[src/hw/rtl/cpwm_pkg.sv]
// ----------------------------------------------------------------------------
// cpwm_pkg
// Shared types and constants for the causal patch window mean block.
// ----------------------------------------------------------------------------
package cpwm_pkg;

    localparam int VALUE_W = 16;
    localparam int CFG_W   = 6;
    localparam int CFG_IDX_W = 2;

    localparam logic [CFG_IDX_W-1:0] REG_GRID_ROWS   = 2'd0;
    localparam logic [CFG_IDX_W-1:0] REG_GRID_COLS   = 2'd1;
    localparam logic [CFG_IDX_W-1:0] REG_GRID_SLICES = 2'd2;
    localparam logic [CFG_IDX_W-1:0] REG_WINDOW_SIZE = 2'd3;

    typedef struct packed {
        logic [VALUE_W-1:0] patch_value;
        logic               last_of_patch;
    } t_in_item;

    typedef struct packed {
        logic [VALUE_W-1:0] voxel_mean;
        logic               last_voxel;
        logic               patch_overflow;
    } t_out_item;

    typedef enum logic [2:0] {
        ST_IDLE,
        ST_WALK,
        ST_ACC,
        ST_DIV,
        ST_OUT
    } t_back_state;

endpackage

[src/hw/rtl/cpwm_front.sv]
// ----------------------------------------------------------------------------
// cpwm_front
// Accumulates patch elements; on a closed patch pushes a job into a queue.
// ----------------------------------------------------------------------------
module cpwm_front #(
    parameter int PATCH_W = 10,
    parameter int SUM_W   = 26,
    parameter int POS_W   = 5,
    parameter int MAX_PATCH_ELEMS = 512,
    parameter int JOB_W   = 64
) (
    input  logic                 i_clk,
    input  logic                 i_rst_n,
    input  logic                 i_valid,
    output logic                 o_stall,
    input  cpwm_pkg::t_in_item   i_item,
    input  logic [POS_W:0]       i_rows,
    input  logic [POS_W:0]       i_cols,
    input  logic [POS_W:0]       i_slices,
    output logic                 o_push,
    output logic [JOB_W-1:0]     o_job,
    input  logic                 i_full
);
    logic [SUM_W-1:0]   r_sum, n_sum;
    logic [PATCH_W:0]   r_cnt, n_cnt;
    logic               r_ovf, n_ovf;
    logic [POS_W-1:0]   r_row, r_col, r_slc;
    logic               acc, cr, cc, cz, ovf_now;

    assign o_stall = i_full;
    assign acc     = i_valid && !i_full;
    assign cr = ({1'b0, r_row} + 1'b1) >= i_rows;
    assign cc = ({1'b0, r_col} + 1'b1) >= i_cols;
    assign cz = ({1'b0, r_slc} + 1'b1) >= i_slices;

    always_comb begin
        n_sum   = r_sum;
        n_cnt   = r_cnt;
        ovf_now = r_ovf;
        if (r_cnt < (PATCH_W+1)'(MAX_PATCH_ELEMS)) begin
            n_sum = r_sum + SUM_W'(i_item.patch_value);
            n_cnt = r_cnt + 1'b1;
        end else begin
            ovf_now = 1'b1;
        end
        n_ovf = ovf_now;
    end

    assign o_push = acc && i_item.last_of_patch;
    assign o_job  = JOB_W'({r_slc, r_col, r_row, cr && cc && cz, ovf_now, n_cnt, n_sum});

    always_ff @(posedge i_clk) begin
        if (!i_rst_n) begin
            r_sum <= '0; r_cnt <= '0; r_ovf <= 1'b0;
            r_row <= '0; r_col <= '0; r_slc <= '0;
        end else if (acc) begin
            if (i_item.last_of_patch) begin
                r_sum <= '0; r_cnt <= '0; r_ovf <= 1'b0;
                if (!cr) begin
                    r_row <= r_row + 1'b1;
                end else begin
                    r_row <= '0;
                    if (!cc) begin
                        r_col <= r_col + 1'b1;
                    end else begin
                        r_col <= '0;
                        r_slc <= cz ? '0 : r_slc + 1'b1;
                    end
                end
            end else begin
                r_sum <= n_sum; r_cnt <= n_cnt; r_ovf <= n_ovf;
            end
        end
    end
endmodule

[config.mk]
export PLATFORM = sky130hd
export DESIGN_NAME = cpwm_front
export DESIGN_NICKNAME = d
export VERILOG_FILES = /design/src/hw/rtl/cpwm_pkg.sv /design/src/hw/rtl/cpwm_front.sv
export SDC_FILE = /design/constraint.sdc
export NUM_CORES = 1
export LEC_CHECK = 0
export BUFFER_PORTS_ARGS = -buffer_cell sky130_fd_sc_hd__buf_2
export CELL_PAD_IN_SITES_DETAIL_PLACEMENT = 0
export CELL_PAD_IN_SITES_GLOBAL_PLACEMENT = 1
export CORE_ASPECT_RATIO = 0.75
export CORE_MARGIN = 2
export CORE_UTILIZATION = 43
export CTS_BUF_LIST = sky130_fd_sc_hd__clkbuf_2
export DETAILED_ROUTE_END_ITERATION = 8
export HOLD_SLACK_MARGIN = 0.06
export PLACE_DENSITY = 0.9
export SLEW_MARGIN = 5
export SYNTH_ARGS = -nofsm -noshare
export SYNTH_HDL_FRONTEND = slang
export SYNTH_SLANG_ARGS = --single-unit
[constraint.sdc]
create_clock -name i_clk -period 5.5 [get_ports i_clk]
set_clock_uncertainty 0.05 [all_clocks]
set_input_delay 0.275 -clock i_clk [delete_from_list [all_inputs] [get_ports i_clk]]
set_output_delay 0.275 -clock i_clk [all_outputs]
set_load 0.005 [all_outputs]
==> summary.md <==
| Metric | Value |
|---|---|
| Outcome | finished clean |
| Synth Instances | 564 |
| Hold Fails Final Rpt | 0 |
| Worst R2R End | r_sum[20] |
| Clock Tree Buf Depth | 2 |
| Min-Delay Path Class | primary input to flop |
| Root buf cell | clkbuf_2 |
| GPL Wtd Cong | roughly 0.90 |
| Die ar. | 0.0108 mm^2 |
| Sw Share | 30.8% |
| EDFF count, synth | 0 |
| CP Depth | 11 |
| Largest family of logic cells by synthesized area | simple AND/OR/NAND/NOR gates |
| Drt drc | 0 |
| Synth-to-Final Area Change | 12.6% |
| First-pass GRT wire length | 19400 um |
| Post-synthesis mux area share | less than 1% |
| Per-cell routed wire length | 15.3 um |
| Hold path depth | 2 |
| Critical path origin | r_sum[0] |
| Measured slew at the worst slew-check pin | 1.03 ns |
| Syn Std Cell Area | 0.00430 mm^2 |
| Leakage | approximately 0.0023 uW |
| Max VDD drop | 0.0000882 V |
| Seq cells post-synth | 53 |
| Core area | between 0.009 and 0.01 mm^2 |
| Final Cycle Share | between 60% and 70% |
| Initial Utilization | 44.3% |
| Worst Setup EP | o_job[22] |
| Fraction of registers with async set or reset after synthesis | 0% |
| WS Path Type | flop to output port |
| I/O Buffers | 94 |
| GRT Total Usage | 21.6% |
| Critical-path cell list | ha_1, inv_1, fa_1, and2b_1, o211ai_1, a21oi_2, o21ai_1, a31oi_1, nand2_1, xnor2_1, buf_2 |
| GR Overflow Total | 0 |
| Critical path's top delay family | compound AO/OA/AOI/OAI gates |
| Vias in the first global route | 3949 |
| Buf/Inv on CP | 2 |
| Pre-antenna DRT Iters | 5 |
| # IOs | 105 |
| Hold slack | 0.100 ns |
| PostCTS Resize Cnt | 0 |
| WL final | 11700 um |
| Clock sinks | 53 |
| Ys flop type | dfxtp_1 |
| Hold buffer count at CTS | 0 |
| RSZ-0062 raised after global routing | no |
| DR iter-0 viols | 341 |
| Post-CTS setup buffers | 0 |
| Count of final setup violators | 0 |
| CP endpoint kind | output port |
| Ant diodes | 0 |
| Synth unique cells | 61 |
| CTS clk-pin slew, worst paths | just under 0.3 ns |
| Max-slew headroom | 30.8% |
| Worst r2r src | r_sum[0] |
| Critical Path RT | 5.18 ns |
| Crit-path max cell delay | 0.43 ns |
| Synth Warn # | 0 |
| Synth top area share | 24.7% |
| Syn Area/Cell | 7.62 um^2 |
| Later-pin clock latency in the skew report | 0.48 ns |
| Synth Area in Simple Gates | ~24% |
| Post-Synth Adder-Cell Area | 11.5% |
| Pin count of the biggest net entering global routing | 33 |
| Switch Pwr | 238 uW |
| Chip width | around 120 um |
| Sequential power share | between 50% and 60% |
| Share of cells above drive strength 1 | 18.8% |
| Initial antenna violation count | 0 |
| Drt via density | 5.63 |
| Sum of negative setup slack | 0 ns |
| CTS tree | done |
| Final Net Count | 710 |
| Post-synthesis sequential area ratio | 24.7% |
| Die Ht | 90.6 um |
| Post-DP HPWL | 8640 um |
| Fillers | 963 |
| Max stage delay cell, worst path | dfxtp_1 |
| Yosys top cell by area | dfxtp_1 |
| Cell Pwr Density | roughly 160 mW/mm^2 |
| F_max | 0.289 GHz |
| CTS buffer count | 5 |
| Reg2reg path depth | 10 |
| Synth top area cells | dfxtp_1 (25%), ha_1 (11%), nand2_1 (5.2%) |
| CP max FO | 5 |
| Total number of vias | about 4300 |
| Pint | between 500 and 600 uW |
| FF-to-FF setup slack | 2.57 ns |
| Crit path DAT | between 3 and 4 ns |
| Clock power share | 28.1% |
| Startpoint types | flop |
| Row Count | 31 |
| Post-layout minimum cycle time | between 3 and 4 ns |
| Max-cap violation count | 0 |
| Antenna Nets Post-Route | 0 |
| Xor-xnor portion of the synthesized cell area | under 10% |
| Combinational fraction of design power | 20.5% |
| H-tree depth | 2 |
| Synth Area in Compound Gates | 23.1% |
| Max-slew violation count | 0 |
## per-layer routing
| layer | global-route usage, % | vias to the layer above | share of wire (%) |
|---|---|---|---|
| met2 | 32.1 | 135 | 43 |
| met1 | 32.3 | 2002 | 50 |
| met4 | 4.80 | 0 | 1.2 |
| met3 | 3.66 | 15 | 5.9 |
| met5 | 0 | - | 0 |
| li1 | - | 2155 | - |
## power groups by stage
stage / registers (uW) / logic (uW) / clock network [uW]
final: 396 / 158 / 217
after detailed placement: 403 / 156 / 0
after global routing: 398 / 178 / 239
after global placement: 402 / 154 / 0
after floorplan: 402 / 110 / 0
after CTS: 396 / 158 / 220
## stage by stage
stage	area (um^2)	util (%)	total power, uW	setup WS, ns	cells
finish	4840	49.9	771	2.04	765
global route	4840	49.9	815	1.78	765
CTS	4830	49.8	774	2.04	765
detailed placement	4770	49.2	559	2.47	757
global placement	4770	49.2	556	2.61	757
floorplan	4330	-	511	2.93	573
## Yosys cell counts (all sizes together) (3+ instances only)
library cell,instances
a22oi,12
nand2b,7
buf,18
nand3b,3
xor2,17
nand3,26
or3,7
nand4,15
a22o,6
and3,12
o21ai,32
xnor2,23
nor2,45
dfxtp,53
mux2,3
clkbuf,27
ha,38
o211ai,5
a21o,15
o31ai,6
nand2,59
inv,26
and2,3
o22ai,3
nor3,5
a31oi,11
a31o,4
or4,7
a21oi,35
nor2b,9
a211oi,3
## cell families (layout without fill, tap and decap cells)
group / after synthesis / count (layout)
simple gates: 210 / 210
flops: 53 / 53
compound gates: 147 / 147
other cells: 1 / 10
buf+inv: 71 / 131
xor+xnor: 40 / 40
fa+ha+maj: 39 / 39
mux: 3 / 3
## sequential cells by signal, indices dropped and copies added (netlist names)
signal,flops
r_sum,26
r_cnt,11
r_col,5
r_row,5
r_slc,5
r_ovf,1
## worst min-delay path by stage
stage               from        end  slack [ns]
6_report       i_item[0]  r_sum[17]        0.10
5_1_grt        i_item[0]  r_sum[17]        0.08
4_1_cts        i_item[0]  r_sum[17]        0.07
3_5_place_dp   r_sum[13]  r_sum[13]        0.42
3_3_place_gp   r_sum[13]  r_sum[13]        0.42
2_1_floorplan  r_sum[13]  r_sum[13]        0.40
## cells in the final DEF, fill, tap and decap left out, types with 10 or more instances in the layout
master,count
a21oi_1,34
a21o_1,15
and3_1,12
dfxtp_1,53
conb_1,10
buf_2,94
inv_1,26
nor2_1,45
nand3_1,26
ha_1,38
nand2_1,59
a22oi_1,12
o21ai_0,27
nand4_1,15
xnor2_1,23
xor2_1,17
a31oi_1,10
## area by class of cell
class	count	area [um^2]	share of cell area [%]
clock inverter	2	33.8	0.698
clock buffer	6	30.0	0.620
inverter	26	97.6	2.02
multi-input combinational	449	2960	61.1
tap	132	165	3.41
sequential	53	1060	21.9
timing repair buffer	97	493	10.2
No activity file was read; power rests on OpenSTA's default activity.
