### src/hw/rtl/cpwm_queue.sv
// ----------------------------------------------------------------------------
// cpwm_queue
// Small FIFO between front and back.
// ----------------------------------------------------------------------------
module cpwm_queue #(
    parameter int W = 64,
    parameter int DEPTH_LOG = 1
) (
    input  logic         i_clk,
    input  logic         i_rst_n,
    input  logic         i_push,
    input  logic [W-1:0] i_data,
    output logic         o_full,
    input  logic         i_pop,
    output logic         o_empty,
    output logic [W-1:0] o_data
);
    localparam int DEPTH = 1 << DEPTH_LOG;
    logic [W-1:0]         r_mem [DEPTH];
    logic [DEPTH_LOG-1:0] r_wp, r_rp;
    logic [DEPTH_LOG:0]   r_n;

    assign o_full  = r_n == (DEPTH_LOG+1)'(DEPTH);
    assign o_empty = r_n == '0;
    assign o_data  = r_mem[r_rp];

    always_ff @(posedge i_clk) begin
        if (i_push) r_mem[r_wp] <= i_data;
    end

    always_ff @(posedge i_clk) begin
        if (!i_rst_n) begin
            r_wp <= '0; r_rp <= '0; r_n <= '0;
        end else begin
            if (i_push) r_wp <= r_wp + 1'b1;
            if (i_pop)  r_rp <= r_rp + 1'b1;
            r_n <= r_n + (DEPTH_LOG+1)'(i_push) - (DEPTH_LOG+1)'(i_pop);
        end
    end
endmodule

### config.mk
export PLATFORM = sky130hd
export DESIGN_NAME = cpwm_queue
export DESIGN_NICKNAME = d
export VERILOG_FILES = /design/src/hw/rtl/cpwm_queue.sv
export SDC_FILE = /design/constraint.sdc
export NUM_CORES = 1
export LEC_CHECK = 0
export ABC_AREA = 1
export BUFFER_PORTS_ARGS = -buffer_cell sky130_fd_sc_hd__buf_2
export CORE_MARGIN = 2
export CORE_UTILIZATION = 52
export DETAILED_ROUTE_END_ITERATION = 10
export GPL_TIMING_DRIVEN = 0
export MAX_ROUTING_LAYER = met4
export PLACE_DENSITY = 0.85
export SLEW_MARGIN = 25
export SYNTH_ARGS = -nofsm -noshare
export SYNTH_HDL_FRONTEND = slang
export SYNTH_SLANG_ARGS = --single-unit
### constraint.sdc
create_clock -name i_clk -period 3.87 [get_ports i_clk]
set_input_delay 0.387 -clock i_clk [delete_from_list [all_inputs] [get_ports i_clk]]
set_output_delay 0.387 -clock i_clk [all_outputs]
set_load 0.03 [all_outputs]
==> results of run 1 <==
-- registers in the layout (all words and copies together), names as in the netlist, named ones only --
signal	cells
r_wp	1
r_mem	128
r_rp	1
r_n	2
-- final timing paths --
| kind | slack (ps) | end | startpoint | cells past startpoint |
|---|---|---|---|---|
| worst min register to register | 520 | r_rp | r_rp | 2 |
| worst max-delay path | 1760 | o_data[20] | flop | 4 |
| worst min-delay path | 70 | r_mem[1][54] | i_data[54] | 1 |
| worst max register to register | 2400 | r_mem[1][9] | r_wp | 3 |
-- power groups by stage --
stage / Combinational, mW / Clock [mW] / Sequential (mW)
finish: 0.469 / 1.57 / 1.69
global route: 0.501 / 1.65 / 1.69
CTS: 0.476 / 1.61 / 1.69
detailed placement: 0.475 / 0 / 1.72
global placement: 0.444 / 0 / 1.72
floorplan: 0.328 / 0 / 1.72
-- through the flow --
step | hold WS (ps) | cells | worst slack [ps] | utilization [%]
3_5_place_dp | 504 | 502 | 2220 | 62.9
3_3_place_gp | 477 | 498 | -1210 | 61.7
4_1_cts | 39.2 | 534 | 1720 | 69.0
6_report | 67.5 | 534 | 1760 | 69.0
2_1_floorplan | 463 | 232 | 271 | -
5_1_grt | 43.6 | 534 | 1680 | 69.0
-- routing by layer --
metal / up-vias / global-route usage, % / share of wire (%)
li1: 1219 / - / -
met5: - / - / 0
met3: 10 / 5.17 / 5.7
met4: 0 / 7.89 / 0.86
met2: 97 / 28.3 / 54
met1: 1276 / 18.1 / 39
-- cells by family (layout without fill, tap and decap cells) --
family,Yosys count,count (layout)
DFF,133,133
muxes,64,64
and+or+nand+nor,18,18
buffers and inverters,14,183
adders and majority gates,2,2
AOI/OAI and AO/OA,1,1
-- final cells by class --
cell class / count / share of cell area (%)
Buffer: 7 / 1.97
Clock buffer: 17 / 6.20
Clock inverter: 15 / 2.70
Inverter: 7 / 0.430
Multi-Input combinational cell: 85 / 15.7
Sequential cell: 133 / 59.0
Tap cell: 133 / 2.49
Timing Repair Buffer: 137 / 11.5
-- cell usage in the layout (no fill, tap or decap), types with 2 or more instances in the layout --
cell type   netlist  layout
bufinv_16         0       3
clkinv_2          0       2
clkinvlp_4        0       2
mux2_2            4       4
nor2_1            9       8
clkbuf_16         0      16
buf_2             0     133
edfxtp_1        128     128
buf_16            0       3
nand2_1           8       8
ha_1              2       2
inv_1             7       6
dfxtp_1           5       5
clkinv_4          0       5
inv_6             0       2
buf_12            6       7
mux2_4           60      60
-- worst max-delay path: cells and delay by family, from the launching register on --
family | cells | cell delay (ps)
buffers and inverters | 3 | 580
flip-flops | 1 | 330
multiplexers | 1 | 310
==> PnR_summary.wiki, run 1 <==
{| class="wikitable"
! Metric !! Value
|-
| Status || finished clean
|-
| Synthesized cell area || between 5000 and 6000 um2
|-
| Startpoint Class || flop
|-
| Routed vias/inst || around 5
|-
| Maximum fanout encountered on the critical timing path || 10
|-
| Number of instances in the synthesized netlist || about 230
|-
| Post-synth EDFFs || between 100 and 150
|-
| Floorplan die area || 10700 um2
|-
| Worst-case headroom to the max-slew limit || 71.4%
|-
| Number of warnings reported in the yosys synthesis log || 0
|-
| TritonCTS clock tree || yes
|-
| Total of max-cap violations || 0
|-
| Maximum ir drop on the vdd rail || between 0.0002 and 0.0003 V
|-
| Final Slew Violations || 0
|-
| Class of the tightest hold or removal check || input pin to flop
|-
| Vias after detailed routing || 2602
|-
| Register bit total from synthesis || around 130
|-
| Maximum number of pins on one net before global-route repair || 36
|-
| Clock input transition at the sequential cells of the worst setup and hold paths || roughly 60 ps
|-
| Synth-to-layout area growth || 29.9%
|-
| Sink count of the clock tree || 133
|-
| Floorplan die height || between 100 and 150 um
|-
| Final Wtd Congestion || around 0.71
|-
| Data required, critical path || roughly 3500 ps
|-
| Leading cell type by number of instances after synthesis || edfxtp_1
|-
| Sequential fraction of design power || between 40% and 50%
|-
| Placed instance area || 6090 um2
|-
| Global-route wire length before repair || about 12000 um
|-
| Root buffer selected by CTS || clkbuf_8
|-
| Share of the yosys chip area belonging to registers || roughly 77%
|-
| Footprint of the flip-flops and latches || around 3900 um2
|-
| Dpl hpwl || between 5000 and 6000 um
|-
| Number of antenna diodes || 0
|-
| Die W || slightly above 100 um
|-
| Element type at the critical path end || output pin
|-
| Combinational family with the most area after synthesis || multiplexers
|-
| Fill count || 642
|-
| Synthesized-area fraction occupied by ao, oa, aoi and oai cells || less than 1%
|-
| Effective utilization at floorplan || 53.1%
|-
| Comb pwr share || 12.6%
|-
| Top FF cell, synth || edfxtp_1
|-
| Number of antenna violations at the first check in global routing || 0
|-
| Fraction of post-synthesis cell area in the top cell type by area || approximately 75%
|-
| Port Buffer Count || between 100 and 150
|-
| Fraction of the cycle the final worst path needs || a little over half
|-
| Number of buffers inserted to repair setup after CTS || 0
|-
| Internal power || between 2 and 3 mW
|-
| Synth Area in Adders || less than 1%
|-
| Final instance area || about 6700 um2
|-
| Worst slew pin tran || ~430 ps
|-
| Drt first pass iters || 7
|-
| Switching fraction of total power || approximately a quarter
|-
| DRT antenna net count || 0
|-
| Setup total negative slack || 0 ps
|-
| Post-synth top cells || edfxtp_1 (128), mux2_4 (60), nor2_1 (9)
|-
| Final hold violation count || 0
|-
| Cells along the critical path || buf_6, buf_12, mux2_4, buf_2
|-
| Max Clk Rate || 0.474 GHz
|-
| Area used by multi-input combinational logic || 1050 um2
|-
| Number of levels in the clock H-tree || 4
|-
| Number of buffers created by CTS || 17
|-
| Leakage power || 2.72 nW
|-
| Leading post-synthesis cells by cell area || edfxtp_1 (75%), mux2_4 (18%), buf_12 (2.3%), dfxtp_1 (1.9%), mux2_2 (0.88%)
|-
| Cts hold-fix bufs || 0
|-
| Worst endpoint data arrival time || 1720 ps
|-
| Wire length after detailed routing || approximately 8500 um
|-
| Net switching component of the power || roughly 0.88 mW
|-
| Endpoints failing setup || 0
|-
| Total track usage || between 15 and 20%
|-
| Pwr/cell area || ~560 nW/um2
|-
| Clock Skews || slightly above 7 ps
|-
| Total design power || ~3.7 mW
|-
| XOR/XNOR share of the synthesized area || 0%
|-
| Wire length per cell after detailed routing || 15.9 um
|-
| Proportion of register bits with asynchronous set or reset after synthesis || 0%
|-
| Initial DRC count || 56
|-
| Ratio of cells with drive above 1 in the final layout || 60.1%
|-
| Final Net Count || roughly 460
|-
| Net count after synthesis || approximately 300
|-
| Drt drc || 0
|-
| Bufs on Longest Clock Path || 2
|-
| Vias in the first global route || 2600
|-
| Max stage delay on crit path || 330 ps
|-
| Avg Synthesized Cell Area || between 20 and 25 um2
|-
| Number of top-level pins || 134
|-
| Relative contribution of the clock network to total power || 42.1%
|-
| Proportion of synthesized area in mux cells || 18.4%
|-
| Sum of overflow across all layers after global routing || 0
|-
| Area of the placeable core || around 9700 um2
|-
| Cell type with the largest total area after synthesis || edfxtp_1
|-
| Number of placement rows || 36
|-
| Type of the setup path with the least slack || flop to output pin
|-
| Final min period || about 2100 ps
|-
| Number of instances resized during post-cts repair || 0
|-
| Setup repair after global routing missed its margin || false
|-
| Later-pin clock latency in the skew report || about 510 ps
|-
| Simple-gate portion of the synthesized area || 1.34%
|-
| Unique cell type count in the Yosys netlist || 12
|-
| Slowest CP cell || dfxtp_1
|}
Note: power is estimated with default switching activity, not from simulation.
==> run 2: changes to the inputs <==
ABC_AREA = 0   (was 1)
clock period = 2 ns   (was 3.87 ns; I/O delays follow)
==> run 2 against run 1 <==
Effect of this change:
- sequential cell count did not move
- critical endpoint is now o_data[47]
- highest routed layer unchanged
- largest cell class unchanged
- critical path type unchanged
- clock skew fell by 0.93 ps
- first-iteration DRC count rose by 70%
==> PnR_summary.wiki, run 2 <==
{| class="wikitable"
! Metric !! Value
|-
| Combinational family with the most area after synthesis || multiplexers (unchanged)
|-
| Floorplan die height || 103 um (unchanged)
|-
| GR met3 Demand/Resource || 6.12% (was 5.17%)
|-
| Max stage delay on crit path || 320 ps (was 330 ps)
|-
| Synth-to-layout area growth || 41.8% (was 29.9%)
|-
| Largest registers || r_mem x128, r_n x2 (unchanged)
|-
| Largest Register || r_mem (unchanged)
|-
| Top FF cell, synth || edfxtp_1 (unchanged)
|-
| Die W || 103 um (unchanged)
|-
| Proportion of register bits with asynchronous set or reset after synthesis || 0% (unchanged)
|-
| Most common cell after layout, fill and taps aside || buf_2 (unchanged)
|-
| Cell type with the largest total area after synthesis || edfxtp_1 (unchanged)
|-
| Footprint of the flip-flops and latches || 3940 um2 (unchanged)
|-
| Final Wtd Congestion || 0.689 (was 0.713)
|-
| Number of antenna diodes || 0 (unchanged)
|-
| Leakage power || 2.95 nW (was 2.72 nW)
|-
| Post-synth top cells || edfxtp_1 (128), mux2_4 (60), buf_12 (6) (was edfxtp_1 (128), mux2_4 (60), nor2_1 (9))
|-
| Fraction of post-synthesis cell area in the top cell type by area || 74.7% (unchanged)
|-
| Bufs on Longest Clock Path || 2 (unchanged)
|-
| Vias in the first global route || 2855 (was 2600)
|-
| GR Layer Usage met2 || 32.7% (was 28.3%)
|-
| Reg2Reg Launch Point || r_wp (unchanged)
|-
| Worst hold slack || 60.8 ps (was 67.5 ps)
|-
| Max Clk Rate || 0.524 GHz
|-
| Number of levels in the clock H-tree || 4 (unchanged)
|-
| Top cell family by delay on the critical path || buffers and inverters (unchanged)
|-
| Flip-flop count of the largest register after layout || 128 (unchanged)
|-
| Placed instance count || 490 (was 502)
|-
| Routing layer with the top usage in global route || met2 (unchanged)
|-
| Worst min-delay path endpoint || r_rp (was r_mem[1][54])
|-
| Pwr/cell area || 1010 nW/um2 (was 557 nW/um2)
|-
| Maximum ir drop on the vdd rail || 0.000623 V (was 0.000297 V)
|-
| Dpl hpwl || 5650 um (was 5770 um)
|-
| Met1 track utilization from global routing || 19.6% (was 18.1%)
|-
| Number of buffers created by CTS || 17 (unchanged)
|-
| Number of buffer and inverter instances along the worst setup path || 3 (unchanged)
|-
| Total track usage || 18.5% (was 16.8%)
|-
| Synthesized-area fraction occupied by ao, oa, aoi and oai cells || 0.146% (was 0.0973%)
|-
| Avg Synthesized Cell Area || 23.4 um2 (was 22.2 um2)
|-
| Wire length after detailed routing || 9420 um (was 8490 um)
|-
| Post-synth EDFFs || 128 (unchanged)
|-
| Final min period || 1910 ps
|-
| Startpoint Class || flop (unchanged)
|-
| Global-route wire length before repair || 13800 um (was 12400 um)
|-
| Final hold violation count || 0 (unchanged)
|-
| Worst endpoint data arrival time || 1710 ps (was 1720 ps)
|-
| Effective utilization at floorplan || 53.1% (unchanged)
|-
| Port Buffer Count || 133 (unchanged)
|-
| TritonCTS clock tree || yes (unchanged)
|-
| Number of standard cells in the layout, taps in and fillers out || 587 (was 534)
|-
| Ratio of cells with drive above 1 in the final layout || 52.2% (was 60.1%)
|-
| Pre-CTS setup slack || 507 ps (was 2220 ps)
|-
| Later-pin clock latency in the skew report || 500 ps (was 510 ps)
|-
| Number of antenna violations at the first check in global routing || 0 (unchanged)
|-
| Number of warnings reported in the yosys synthesis log || 0 (unchanged)
|-
| Number of placement rows || 36 (unchanged)
|-
| Area used by multi-input combinational logic || 1070 um2 (was 1050 um2)
|-
| Element type at the critical path end || output pin (unchanged)
|-
| Share of the yosys chip area belonging to registers || 76.6% (unchanged)
|-
| R2r worst-path depth || 2 (was 3)
|-
| Fill count || 553 (was 642)
|-
| Hold-critical path depth || 3 (was 1)
|-
| Register bit total from synthesis || 133 (unchanged)
|-
| Floorplan die area || 10700 um2 (unchanged)
|-
| Startpoint of the tightest hold check path || i_pop (was i_data[54])
|-
| Final Slew Violations || 0 (unchanged)
|-
| Vias after detailed routing || 2763 (was 2602)
|-
| Clock input transition at the sequential cells of the worst setup and hold paths || 60 ps (about the same)
|-
| Number of buffers inserted to repair setup after CTS || 0 (unchanged)
|-
| Fraction of the cycle the final worst path needs || 95.4%
|-
| DRT antenna net count || 0 (unchanged)
|-
| Total design power || 7.34 mW (was 3.73 mW)
|-
| Worst slew pin tran || 478 ps (was 428 ps)
|-
| Total of max-cap violations || 0 (unchanged)
|-
| Number of instances resized during post-cts repair || 0 (unchanged)
|-
| Core utilization of the finished layout || 75.3% (was 69.0%)
|-
| Routed vias/inst || 4.71 (was 4.87)
|-
| Number of top-level pins || 134 (unchanged)
|-
| Wire length per cell after detailed routing || 16.0 um (was 15.9 um)
|-
| Type of the setup path with the least slack || flop to output pin (unchanged)
|-
| Cells along the critical path || buf_6, buf_12, mux2_4, buf_2 (unchanged)
|-
| Synthesized cell area || 5150 um2 (unchanged)
|-
| Synth Area in Adders || 0.486% (unchanged)
|-
| Number of instances in the synthesized netlist || 220 (was 232)
|-
| Sink count of the clock tree || 133 (unchanged)
|-
| Slowest CP cell || dfxtp_1 (unchanged)
|-
| Maximum number of pins on one net before global-route repair || 34 (was 36)
|-
| Data required, critical path || 1800 ps (was 3480 ps)
|-
| Area of the placeable core || 9680 um2 (unchanged)
|-
| Final Net Count || 511 (was 458)
|-
| WP depth || 4 (unchanged)
|-
| Drt first pass iters || 4 (was 7)
|-
| Endpoints failing setup || 0 (unchanged)
|-
| Most frequent cells in the layout || buf_2 (133), edfxtp_1 (128), dlygate4sd3_1 (65) (was buf_2 (133), edfxtp_1 (128), mux2_4 (60))
|-
| Proportion of synthesized area in mux cells || 18.4% (unchanged)
|-
| Leading cell type by number of instances after synthesis || edfxtp_1 (unchanged)
|-
| Root buffer selected by CTS || clkbuf_8 (unchanged)
|-
| Maximum fanout encountered on the critical timing path || 10 (unchanged)
|-
| Setup repair after global routing missed its margin || false (unchanged)
|-
| Worst-case headroom to the max-slew limit || 68.2% (was 71.4%)
|-
| Final setup slack of the worst path || 92.2 ps (was 1760 ps)
|-
| Class of the tightest hold or removal check || input pin to flop (unchanged)
|-
| Worst-case register-to-register setup slack || 530 ps (was 2400 ps)
|-
| Initial DRC count || 95 (was 56)
|-
| Unique cell type count in the Yosys netlist || 14 (was 12)
|-
| Status || finished clean (unchanged)
|-
| Sum of overflow across all layers after global routing || 0 (unchanged)
|-
| Drt drc || 0 (unchanged)
|-
| Clock Skews || 6.29 ps (was 7.22 ps)
|-
| Simple-gate portion of the synthesized area || 1.05% (was 1.34%)
|-
| XOR/XNOR share of the synthesized area || 0.608% (was 0%)
|-
| Leading post-synthesis cells by cell area || edfxtp_1 (75%), mux2_4 (18%), buf_12 (2.3%), dfxtp_1 (1.9%), mux2_2 (0.88%) (unchanged)
|-
| R2R Path End || r_mem[1][56] (was r_mem[1][9])
|-
| Net count after synthesis || 290 (was 302)
|}
-- run 2: power breakdown --
group | internal, mW | leakage (nW) | switching [mW] | total, mW
logic | 0.540 | 1.43 | 0.605 | 1.15
clock network | 1.88 | 0.273 | 1.05 | 2.93
registers | 3.22 | 1.24 | 0.0447 | 3.27
total | 5.64 | 2.95 | 1.70 | 7.34
-- run 2: logic make-up after synthesis --
| logic type | after synthesis |
|---|---|
| mux | 64 |
| xor+xnor | 2 |
| simple gates | 9 |
| fa+ha+maj | 2 |
| buf+inv | 9 |
| compound gates | 1 |
| flops | 133 |
-- run 2: tightest hold or removal path, cell delays in order --
cell	delay (ps)
buf_2	100
xor2_1	70
and2_1	140
-- run 2: final cells by class --
cell class              count  area share (%)
repair buffers            202            19.3
inverters                   2           0.103
flip-flops and latches    133            54.0
well taps                 133            2.28
clock inverters            11            1.83
multi-input cells          78            14.7
plain buffers               7            1.80
clock buffers              21            5.88
-- run 2: worst max-delay path by stage --
stage	from	endpoint	slack [ps]
floorplan	r_wp	r_mem[0][0]	290
global placement	i_push	r_mem[0][22]	-200
detailed placement	r_wp	r_mem[1][22]	510
CTS	flop	o_data[29]	50
global route	flop	o_data[47]	20
finish	flop	o_data[47]	90
-- run 2: repair_timing --
action                                 4_1_cts  5_1_grt
endpoints found under the hold margin      133        0
setup endpoints to repair                    0        0
hold buffers                                65        0
-- run 2: routing by layer --
metal  wire [um]  part of all wire (%)
met2        5220                    55
met5           0                     0
met4          70                  0.74
met3         425                   4.5
met1        3700                    39
-- run 2: metrics by stage --
| step | setup TNS [ps] | area (um2) |
|---|---|---|
| after floorplan | 0 | 5150 |
| after global placement | -13820 | 5990 |
| after detailed placement | 0 | 6080 |
| after CTS | 0 | 7300 |
| after global routing | 0 | 7300 |
| final | 0 | 7300 |
